==> config.mk <==
export PLATFORM = sky130hd
export DESIGN_NAME = packbits_line_decoder
export DESIGN_NICKNAME = d
export VERILOG_FILES = /design/src/pbd_pkg.sv /design/src/pbd_datapath.sv /design/src/pbd_ctrl.sv /design/src/packbits_line_decoder.sv
export SDC_FILE = /design/constraint.sdc
export NUM_CORES = 1
export LEC_CHECK = 0
export ABC_CLOCK_PERIOD_IN_PS = 10400
export BUFFER_PORTS_ARGS = -buffer_cell sky130_fd_sc_hd__buf_4
export CAP_MARGIN = 20
export CORE_ASPECT_RATIO = 1.75
export CORE_MARGIN = 4
export CORE_UTILIZATION = 55
export DETAILED_ROUTE_END_ITERATION = 8
export PLACE_DENSITY = 0.8
export SYNTH_ARGS = -nofsm -noshare
export SYNTH_HDL_FRONTEND = slang
export SYNTH_SLANG_ARGS = --single-unit
==> constraint.sdc <==
create_clock -name clock -period 10.4 [get_ports clock]
set_input_delay 1.04 -clock clock [delete_from_list [all_inputs] [get_ports clock]]
set_output_delay 1.04 -clock clock [all_outputs]
set_load 0.01 [all_outputs]
==> src/pbd_pkg.sv <==
// ----------------------------------------------------------------------------
// pbd_pkg
// Shared types and constants for the PackBits scanline decoder.
// ----------------------------------------------------------------------------
`default_nettype none

package pbd_pkg;

   localparam int UNIT_LANES_DEFAULT = 4;
   localparam int NUM_UNIT_FIELDS    = 4;
   localparam int CSR_INDEX_W        = 2;
   localparam int CSR_DATA_W         = 15;

   // register indexes
   localparam logic [CSR_INDEX_W-1:0] CSR_UNIT_MODE = 2'd0;
   localparam logic [CSR_INDEX_W-1:0] CSR_ROW_BYTES = 2'd1;

   // line status codes
   localparam logic [1:0] STATUS_OK        = 2'd0;
   localparam logic [1:0] STATUS_OVERFLOW  = 2'd1;
   localparam logic [1:0] STATUS_TRUNCATED = 2'd2;
   localparam logic [1:0] STATUS_UNDERFILL = 2'd3;

   typedef enum logic [1:0] {
      PH_HEADER,
      PH_LITERAL,
      PH_REPEAT
   } phase_type;

   typedef enum logic {
      ST_WAIT,
      ST_EMIT
   } ctrl_state_type;

   typedef struct packed {
      logic [7:0] src_byte;
      logic       end_of_line;
   } pbd_req_type;

   typedef struct packed {
      logic [15:0] unit_a;
      logic [15:0] unit_b;
      logic [15:0] unit_c;
      logic [15:0] unit_d;
      logic [2:0]  unit_count;
      logic        last_of_item;
      logic        line_done;
      logic [1:0]  status;
   } pbd_rsp_type;

   typedef struct packed {
      logic accept;   // process the request byte
      logic emit;     // load the next result into the output register
   } pbd_cmd_type;

   typedef struct packed {
      logic acc_result;  // the byte being accepted yields at least one result
      logic emit_final;  // the pending group is the last one of its byte
   } pbd_sts_type;

endpackage

`default_nettype wire

==> src/pbd_datapath.sv <==
// ----------------------------------------------------------------------------
// pbd_datapath
// Line state, run decoding, pending result group and output register.
// ----------------------------------------------------------------------------
`default_nettype none

module pbd_datapath #(
   parameter int UNIT_LANES = pbd_pkg::UNIT_LANES_DEFAULT
) (
   input  wire                                 clock,
   input  wire                                 reset,
   input  wire pbd_pkg::pbd_req_type           req_data,
   output pbd_pkg::pbd_rsp_type                rsp_data,
   input  wire                                 csr_valid,
   output logic                                csr_ready,
   input  wire [pbd_pkg::CSR_INDEX_W-1:0]      csr_index,
   input  wire [pbd_pkg::CSR_DATA_W-1:0]       csr_wdata,
   input  wire pbd_pkg::pbd_cmd_type           cmd,
   output pbd_pkg::pbd_sts_type                sts
);
   import pbd_pkg::*;

   localparam int LANES_EFF = (UNIT_LANES < 1) ? 1 :
                              ((UNIT_LANES > NUM_UNIT_FIELDS) ? NUM_UNIT_FIELDS : UNIT_LANES);

   // configuration
   logic        cfg_mode16_ff;
   logic [14:0] cfg_row_bytes_ff;

   // line state
   logic        line_open_ff, line_open_in;
   logic        mode16_ff,    mode16_in;
   phase_type   phase_ff,     phase_in;
   logic [7:0]  run_left_ff,  run_left_in;
   logic [14:0] units_left_ff, units_left_in;
   logic [7:0]  hold_ff,      hold_in;
   logic        hold_valid_ff, hold_valid_in;
   logic        line_error_ff, line_error_in;

   // pending result group
   logic [7:0]  emit_left_ff, emit_left_in;
   logic [15:0] emit_value_ff, emit_value_in;
   logic        pend_eol_ff;
   logic [1:0]  pend_status_ff, pend_status_in;

   pbd_rsp_type rsp_ff, rsp_in;

   // values seen by the byte, with a fresh line taking the configuration
   logic        s_mode;
   logic [14:0] s_units;
   phase_type   s_phase;
   logic [7:0]  s_run;
   logic [7:0]  s_hold;
   logic        s_hv;
   logic        s_err;

   logic [7:0]  b;
   logic        eol;
   logic [7:0]  hdr_cnt;
   logic [15:0] value;
   logic [2:0]  grp_cnt;
   logic        grp_final;
   logic [15:0] lane_val [NUM_UNIT_FIELDS];

   assign b   = req_data.src_byte;
   assign eol = req_data.end_of_line;

   assign csr_ready = 1'b1;

   always_comb begin
      s_mode  = line_open_ff ? mode16_ff : cfg_mode16_ff;
      s_units = line_open_ff ? units_left_ff :
                (cfg_mode16_ff ? {1'b0, cfg_row_bytes_ff[14:1]} : cfg_row_bytes_ff);
      s_phase = line_open_ff ? phase_ff : PH_HEADER;
      s_run   = line_open_ff ? run_left_ff : 8'd0;
      s_hold  = line_open_ff ? hold_ff : 8'd0;
      s_hv    = line_open_ff && hold_valid_ff;
      s_err   = line_open_ff && line_error_ff;
   end

   // literal: h+1, repeat: 257-h
   assign hdr_cnt = b[7] ? 8'(9'd257 - {1'b0, b}) : b + 8'd1;
   assign value   = s_mode ? {s_hold, b} : {8'd0, b};

   always_comb begin
      mode16_in     = s_mode;
      phase_in      = s_phase;
      run_left_in   = s_run;
      units_left_in = s_units;
      hold_in       = s_hold;
      hold_valid_in = s_hv;
      line_error_in = s_err;
      emit_left_in  = 8'd0;
      emit_value_in = value;

      if (!s_err) begin
         priority if (s_phase == PH_HEADER) begin
            // header on the line end skips the overflow check
            if (!eol && (15'(hdr_cnt) > s_units)) begin
               line_error_in = 1'b1;
            end else begin
               phase_in    = b[7] ? PH_REPEAT : PH_LITERAL;
               run_left_in = hdr_cnt;
            end
         end else if (s_mode && !s_hv) begin
            hold_in       = b;
            hold_valid_in = 1'b1;
         end else begin
            hold_in       = 8'd0;
            hold_valid_in = 1'b0;
            if (s_phase == PH_LITERAL) begin
               emit_left_in  = 8'd1;
               units_left_in = s_units - 15'd1;
               run_left_in   = s_run - 8'd1;
               if (s_run == 8'd1) begin
                  phase_in = PH_HEADER;
               end
            end else begin
               emit_left_in  = s_run;
               units_left_in = s_units - 15'(s_run);
               run_left_in   = 8'd0;
               phase_in      = PH_HEADER;
            end
         end
      end

      priority if (line_error_in) begin
         pend_status_in = STATUS_OVERFLOW;
      end else if ((phase_in != PH_HEADER) || hold_valid_in) begin
         pend_status_in = STATUS_TRUNCATED;
      end else if (units_left_in != 15'd0) begin
         pend_status_in = STATUS_UNDERFILL;
      end else begin
         pend_status_in = STATUS_OK;
      end

      line_open_in = !eol;
      if (eol) begin
         phase_in      = PH_HEADER;
         run_left_in   = 8'd0;
         hold_in       = 8'd0;
         hold_valid_in = 1'b0;
         line_error_in = 1'b0;
      end
   end

   assign sts.acc_result = (emit_left_in != 8'd0) || eol;

   // group of up to LANES_EFF equal units
   assign grp_cnt   = (emit_left_ff < 8'(LANES_EFF)) ? emit_left_ff[2:0] : 3'(LANES_EFF);
   assign grp_final = (emit_left_ff <= 8'(LANES_EFF));
   assign sts.emit_final = grp_final;

   always_comb begin
      for (int i = 0; i < NUM_UNIT_FIELDS; i++) begin
         lane_val[i] = (3'(i) < grp_cnt) ? emit_value_ff : 16'd0;
      end
      rsp_in.unit_a       = lane_val[0];
      rsp_in.unit_b       = lane_val[1];
      rsp_in.unit_c       = lane_val[2];
      rsp_in.unit_d       = lane_val[3];
      rsp_in.unit_count   = grp_cnt;
      rsp_in.last_of_item = grp_final;
      rsp_in.line_done    = grp_final && pend_eol_ff;
      rsp_in.status       = (grp_final && pend_eol_ff) ? pend_status_ff : STATUS_OK;
   end

   always_ff @(posedge clock) begin
      if (reset) begin
         cfg_mode16_ff    <= 1'b0;
         cfg_row_bytes_ff <= 15'd0;
         line_open_ff     <= 1'b0;
         mode16_ff        <= 1'b0;
         phase_ff         <= PH_HEADER;
         run_left_ff      <= 8'd0;
         units_left_ff    <= 15'd0;
         hold_ff          <= 8'd0;
         hold_valid_ff    <= 1'b0;
         line_error_ff    <= 1'b0;
         emit_left_ff     <= 8'd0;
         pend_eol_ff      <= 1'b0;
      end else begin
         if (csr_valid && csr_ready) begin
            if (csr_index == CSR_UNIT_MODE) begin
               cfg_mode16_ff <= csr_wdata[0];
            end else if (csr_index == CSR_ROW_BYTES) begin
               cfg_row_bytes_ff <= csr_wdata;
            end
         end
         if (cmd.accept) begin
            line_open_ff  <= line_open_in;
            mode16_ff     <= mode16_in;
            phase_ff      <= phase_in;
            run_left_ff   <= run_left_in;
            units_left_ff <= units_left_in;
            hold_ff       <= hold_in;
            hold_valid_ff <= hold_valid_in;
            line_error_ff <= line_error_in;
            emit_left_ff  <= emit_left_in;
            pend_eol_ff   <= eol;
         end else if (cmd.emit) begin
            emit_left_ff  <= emit_left_ff - 8'(grp_cnt);
         end
      end
   end

   always_ff @(posedge clock) begin
      if (cmd.accept) begin
         emit_value_ff  <= emit_value_in;
         pend_status_ff <= pend_status_in;
      end
      if (cmd.emit) begin
         rsp_ff <= rsp_in;
      end
   end

   assign rsp_data = rsp_ff;

   a_hold_only_16: assert property (@(posedge clock) disable iff (reset)
      hold_valid_ff |-> (mode16_ff && line_open_ff))
      else $error("high byte held outside a 16-bit line");

   a_error_parks: assert property (@(posedge clock) disable iff (reset)
      line_error_ff |-> (phase_ff == PH_HEADER && run_left_ff == 8'd0))
      else $error("run state active after overflow");

   a_eol_closes: assert property (@(posedge clock) disable iff (reset)
      !(pend_eol_ff && line_open_ff))
      else $error("line still open after its last byte");

endmodule

`default_nettype wire

==> src/pbd_ctrl.sv <==
// ----------------------------------------------------------------------------
// pbd_ctrl
// Sequencer: takes one request byte, then drains its result groups.
// ----------------------------------------------------------------------------
`default_nettype none

module pbd_ctrl (
   input  wire                       clock,
   input  wire                       reset,
   input  wire                       req_valid,
   output logic                      req_ready,
   output logic                      rsp_valid,
   input  wire                       rsp_ready,
   output pbd_pkg::pbd_cmd_type      cmd,
   input  wire pbd_pkg::pbd_sts_type sts
);
   import pbd_pkg::*;

   ctrl_state_type state_ff, state_in;
   logic           rsp_valid_ff, rsp_valid_in;
   logic           out_free;

   assign out_free = !rsp_valid_ff || rsp_ready;

   always_comb begin
      state_in = state_ff;
      unique case (state_ff)
         ST_WAIT: begin
            if (req_valid && sts.acc_result) begin
               state_in = ST_EMIT;
            end
         end
         ST_EMIT: begin
            if (out_free && sts.emit_final) begin
               state_in = ST_WAIT;
            end
         end
         default: state_in = ST_WAIT;
      endcase
   end

   always_comb begin
      req_ready  = 1'b0;
      cmd.accept = 1'b0;
      cmd.emit   = 1'b0;
      unique case (state_ff)
         ST_WAIT: begin
            req_ready  = 1'b1;
            cmd.accept = req_valid;
         end
         ST_EMIT: begin
            cmd.emit = out_free;
         end
         default: ;
      endcase
   end

   always_comb begin
      if (cmd.emit) begin
         rsp_valid_in = 1'b1;
      end else if (rsp_ready) begin
         rsp_valid_in = 1'b0;
      end else begin
         rsp_valid_in = rsp_valid_ff;
      end
   end

   always_ff @(posedge clock) begin
      if (reset) begin
         state_ff     <= ST_WAIT;
         rsp_valid_ff <= 1'b0;
      end else begin
         state_ff     <= state_in;
         rsp_valid_ff <= rsp_valid_in;
      end
   end

   assign rsp_valid = rsp_valid_ff;

   a_no_overlap: assert property (@(posedge clock) disable iff (reset)
      !(cmd.accept && cmd.emit))
      else $error("accept and emit in one cycle");

   a_result_drains: assert property (@(posedge clock) disable iff (reset)
      (cmd.accept && sts.acc_result) |=> (state_ff == ST_EMIT))
      else $error("request with results did not start emitting");

   a_last_group: assert property (@(posedge clock) disable iff (reset)
      (cmd.emit && sts.emit_final) |=> (state_ff == ST_WAIT && rsp_valid))
      else $error("last group did not return to wait");

endmodule

`default_nettype wire

==> src/packbits_line_decoder.sv <==
// ----------------------------------------------------------------------------
// packbits_line_decoder
// PackBits scanline decoder, 8-bit or big-endian 16-bit units.
// ----------------------------------------------------------------------------
// One compressed byte per request. A byte that yields results is taken,
// then its results are drained before the next byte is taken:
// a literal unit gives one result, a repeat run of n units gives
// ceil(n / lanes) results (up to 33 at four lanes), and a line end with no
// units gives one status-only result. The single output register is
// loaded one result group per cycle while rsp_ready lets it drain.
// The mode and row size are sampled on the first byte of each line.
// ----------------------------------------------------------------------------
`default_nettype none

module packbits_line_decoder #(
   parameter int UNIT_LANES = pbd_pkg::UNIT_LANES_DEFAULT
) (
   input  wire                             clock,
   input  wire                             reset,
   input  wire                             req_valid,
   output logic                            req_ready,
   input  wire pbd_pkg::pbd_req_type       req_data,
   output logic                            rsp_valid,
   input  wire                             rsp_ready,
   output pbd_pkg::pbd_rsp_type            rsp_data,
   input  wire                             csr_valid,
   output logic                            csr_ready,
   input  wire [pbd_pkg::CSR_INDEX_W-1:0]  csr_index,
   input  wire [pbd_pkg::CSR_DATA_W-1:0]   csr_wdata
);
   import pbd_pkg::*;

   pbd_cmd_type cmd;
   pbd_sts_type sts;

   pbd_ctrl u_ctrl (
      .clock     (clock),
      .reset     (reset),
      .req_valid (req_valid),
      .req_ready (req_ready),
      .rsp_valid (rsp_valid),
      .rsp_ready (rsp_ready),
      .cmd       (cmd),
      .sts       (sts)
   );

   pbd_datapath #(
      .UNIT_LANES (UNIT_LANES)
   ) u_datapath (
      .clock     (clock),
      .reset     (reset),
      .req_data  (req_data),
      .rsp_data  (rsp_data),
      .csr_valid (csr_valid),
      .csr_ready (csr_ready),
      .csr_index (csr_index),
      .csr_wdata (csr_wdata),
      .cmd       (cmd),
      .sts       (sts)
   );

endmodule

`default_nettype wire

==> results.json <==
{
  "status": "completed",
  "start_util_pct": 56.1,
  "internal_power_w": 0.00116,
  "cts_tree": "built",
  "fin_nets": 948,
  "die_w_um": 99.5,
  "vias": 6583,
  "slew_headroom_pct": 41.3,
  "wl_um": 20100,
  "yosys-top-cells-area": "edfxtp_1, dfxtp_1, nor2b_1, nand2_1, a21oi_1",
  "dp_hpwl_um": 14200,
  "p_comb_share_pct": 16.8,
  "dieHeight_um": 168,
  "area.sequential_um2": 3960,
  "rsz0062_at_grt": "no",
  "row_count": 58,
  "p_sw_w": 0.000458,
  "layout_min_cycle_time_ns": 4.39,
  "period_share_pct": 42.2,
  "cts_resized": 0,
  "grt_max_degree": 64,
  "coreArea_um2": 14400,
  "critPathKind": "flop to flop",
  "max-vdd-ir-drop_uv": 124,
  "crit_arrival_ns": 4.56,
  "port-buffer-count": 103,
  "grt-ovfl-total": 0,
  "gp_congestion": 0.981,
  "hold_slack_ns": 0.458,
  "synth-seq-cells": 153,
  "p_clk_share_pct": 39.3,
  "max_freq_ghz": 0.228,
  "clockBufferDepth": 2,
  "synth_warnings": 0,
  "avgViaCountPerCell": 6.04,
  "n_fill_cell": 1153,
  "ant_nets": 0,
  "drt_iter0_markers": 613,
  "antenna_found_initial": 0,
  "setup_viol": 0,
  "hp-class": "flop to flop",
  "grt_pass1_vias": 6483,
  "tightest_slew_ns": 0.879,
  "htreeDepth": 4,
  "syn-cell-area_um2": 8060,
  "tns_ns": 0,
  "first_pass_iters": 6,
  "layout_common_cells": "buf_4, edfxtp_1, nand2_1",
  "cts-hold-fix-buffers": 0,
  "post-cts-setup-buffers": 0,
  "hold_viol": 0,
  "critPathLaunchType": "flop",
  "fin_skew_ns": 0.0103,
  "syn_avg_cell_area_um2": 9.88,
  "drive_gt1_share_pct": 20.7,
  "ioPinCount": 105,
  "grtUsageTotal_pct": 24.6,
  "leakage_nw": 3.58,
  "clk_latency_ns": 0.43,
  "synth_edf_count": 89,
  "diodes": 0,
  "syn2layout_area_growth_pct": 17.5,
  "slew_viol_final": 0,
  "switching_share_pct": 28.3,
  "cts_made_buffers": 17,
  "max-cap-violations": 0,
  "synth-seq-area-share_pct": 49.0,
  "multi_input_area_um2": 3770,
  "netlist.area_leader.share_pct": 33.2,
  "p_seq_share_pct": 43.9,
  "worstSetupEndpointType": "flop",
  "powerDensity_nw_per_um2": 171,
  "synth_ff_type": "edfxtp_1",
  "ctsRootBufferMaster": "clkbuf_16",
  "synthCells": 816,
  "path_clk_slew_ns": 0.07,
  "clkSinkCount": 153,
  "routedWlPerCell_um": 18.4,
  "post-route-drc-count": 0,
  "ys_async_sr_fraction_pct": 0,
  "yosysUniqueCellTypes": 87,
  "die_area_um2": 16700,
  "cp_max_fo": 21,
  "worstPathRequired_ns": 10.57,
  "final_common_cell": "buf_4",
  "grt_pass1_wl_um": 32500,
  "synth_top_cell_by_area": "edfxtp_1"
}
critical path, stage by stage, from the launching register on:
cell      delay [ns]
dfxtp_1         0.90
mux2i_1         0.15
o21ai_0         0.44
inv_1           0.10
ha_1            0.25
fa_1            0.41
nor2b_1         0.23
o32ai_1         0.13
a221oi_2        0.43
o21bai_1        0.11
a211oi_1        0.33
nand4_1         0.22
nor4_2          0.31
o31ai_1         0.11
per-stage QoR:
step / utilization [%] / power [W] / area, um2 / setup WS, ns / cells
4_1_cts: 65.9 / 0.00162 / 9460 / 6.09 / 1089
6_report: 65.9 / 0.00162 / 9480 / 6.01 / 1090
2_1_floorplan: - / 0.000901 / 8070 / 6.69 / 817
3_3_place_gp: 61.6 / 0.000979 / 8840 / 6.28 / 1057
5_1_grt: 65.9 / 0.00168 / 9480 / 5.71 / 1090
3_5_place_dp: 61.6 / 0.000988 / 8850 / 6.14 / 1058
sequential cells by signal, summed over array words and instances (netlist names), 2 cells and up:
name,count
u_datapath.phase_ff,2
u_datapath.emit_left_ff,8
u_datapath.pend_status_ff,2
u_datapath.rsp_data,71
u_datapath.hold_ff,8
u_datapath.emit_value_ff,16
u_datapath.cfg_row_bytes_ff,15
u_datapath.run_left_ff,8
u_datapath.units_left_ff,15
worst paths after layout:
path	from	slack [ns]	cells past startpoint	to
setup reg to reg	u_datapath.cfg_mode16_ff	6.01	13	u_datapath.pend_status_ff[0]
hold / removal	u_datapath.cfg_row_bytes_ff[0]	0.46	2	u_datapath.cfg_row_bytes_ff[0]
setup / recovery	u_datapath.cfg_mode16_ff	6.01	13	u_datapath.pend_status_ff[0]
hold reg to reg	u_datapath.cfg_row_bytes_ff[0]	0.46	2	u_datapath.cfg_row_bytes_ff[0]
layout make-up:
class / instances / share of cell area, %
Clock inverter: 14 / 1.97
Sequential cell: 153 / 41.7
Clock buffer: 17 / 4.49
Timing Repair Buffer: 111 / 8.83
Tap cell: 180 / 2.38
Multi-Input combinational cell: 594 / 39.8
Inverter: 21 / 0.832
layer usage:
| metal | GRT usage (%) | vias to the layer above | routed length (um) |
|---|---|---|---|
| li1 | - | 3108 | - |
| met1 | 25.9 | 3044 | 6820 |
| met2 | 43.6 | 329 | 10700 |
| met3 | 4.98 | 102 | 1300 |
| met4 | 15.7 | 0 | 1290 |
| met5 | 0 | - | 0 |
cell usage after synthesis (4+ instances only):
library cell / number
nand3_1: 11
a31oi_1: 9
a21oi_1: 58
xnor2_1: 13
ha_1: 18
and2_1: 25
or3_1: 5
a21o_1: 6
nand2_1: 86
o22ai_1: 5
clkbuf_1: 30
dfxtp_1: 64
nand4_1: 7
inv_2: 4
a311oi_1: 6
inv_1: 17
nand2b_1: 9
o21ai_0: 31
xor2_1: 4
mux2i_1: 17
nor2b_1: 55
buf_6: 8
a211oi_1: 16
o21a_1: 4
nor2_1: 77
buf_2: 5
a22oi_1: 11
mux2_2: 10
edfxtp_1: 89
buf_4: 4
nor3b_1: 4
and3_1: 11
o31ai_1: 10
nor4_1: 7
nor3_1: 18
cell families after synthesis:
family,synth area share [%]
AND/OR/NAND/NOR,21.2
AO/OA/AOI/OAI,15.8
flip-flops,49.0
buffers and inverters,4.27
multiplexers,4.31
adder cells (fa/ha/maj),3.31
XOR/XNOR,2.05
other,0.0465
power by group through the flow:
stage	Combinational, W	Clock, W	Sequential [W]
2_1_floorplan	0.000177	0	0.000724
3_3_place_gp	0.000259	0	0.000720
3_5_place_dp	0.000266	0	0.000722
4_1_cts	0.000269	0.000644	0.000709
5_1_grt	0.000299	0.000672	0.000712
6_report	0.000272	0.000636	0.000709
No activity file was read; power rests on OpenSTA's default activity.
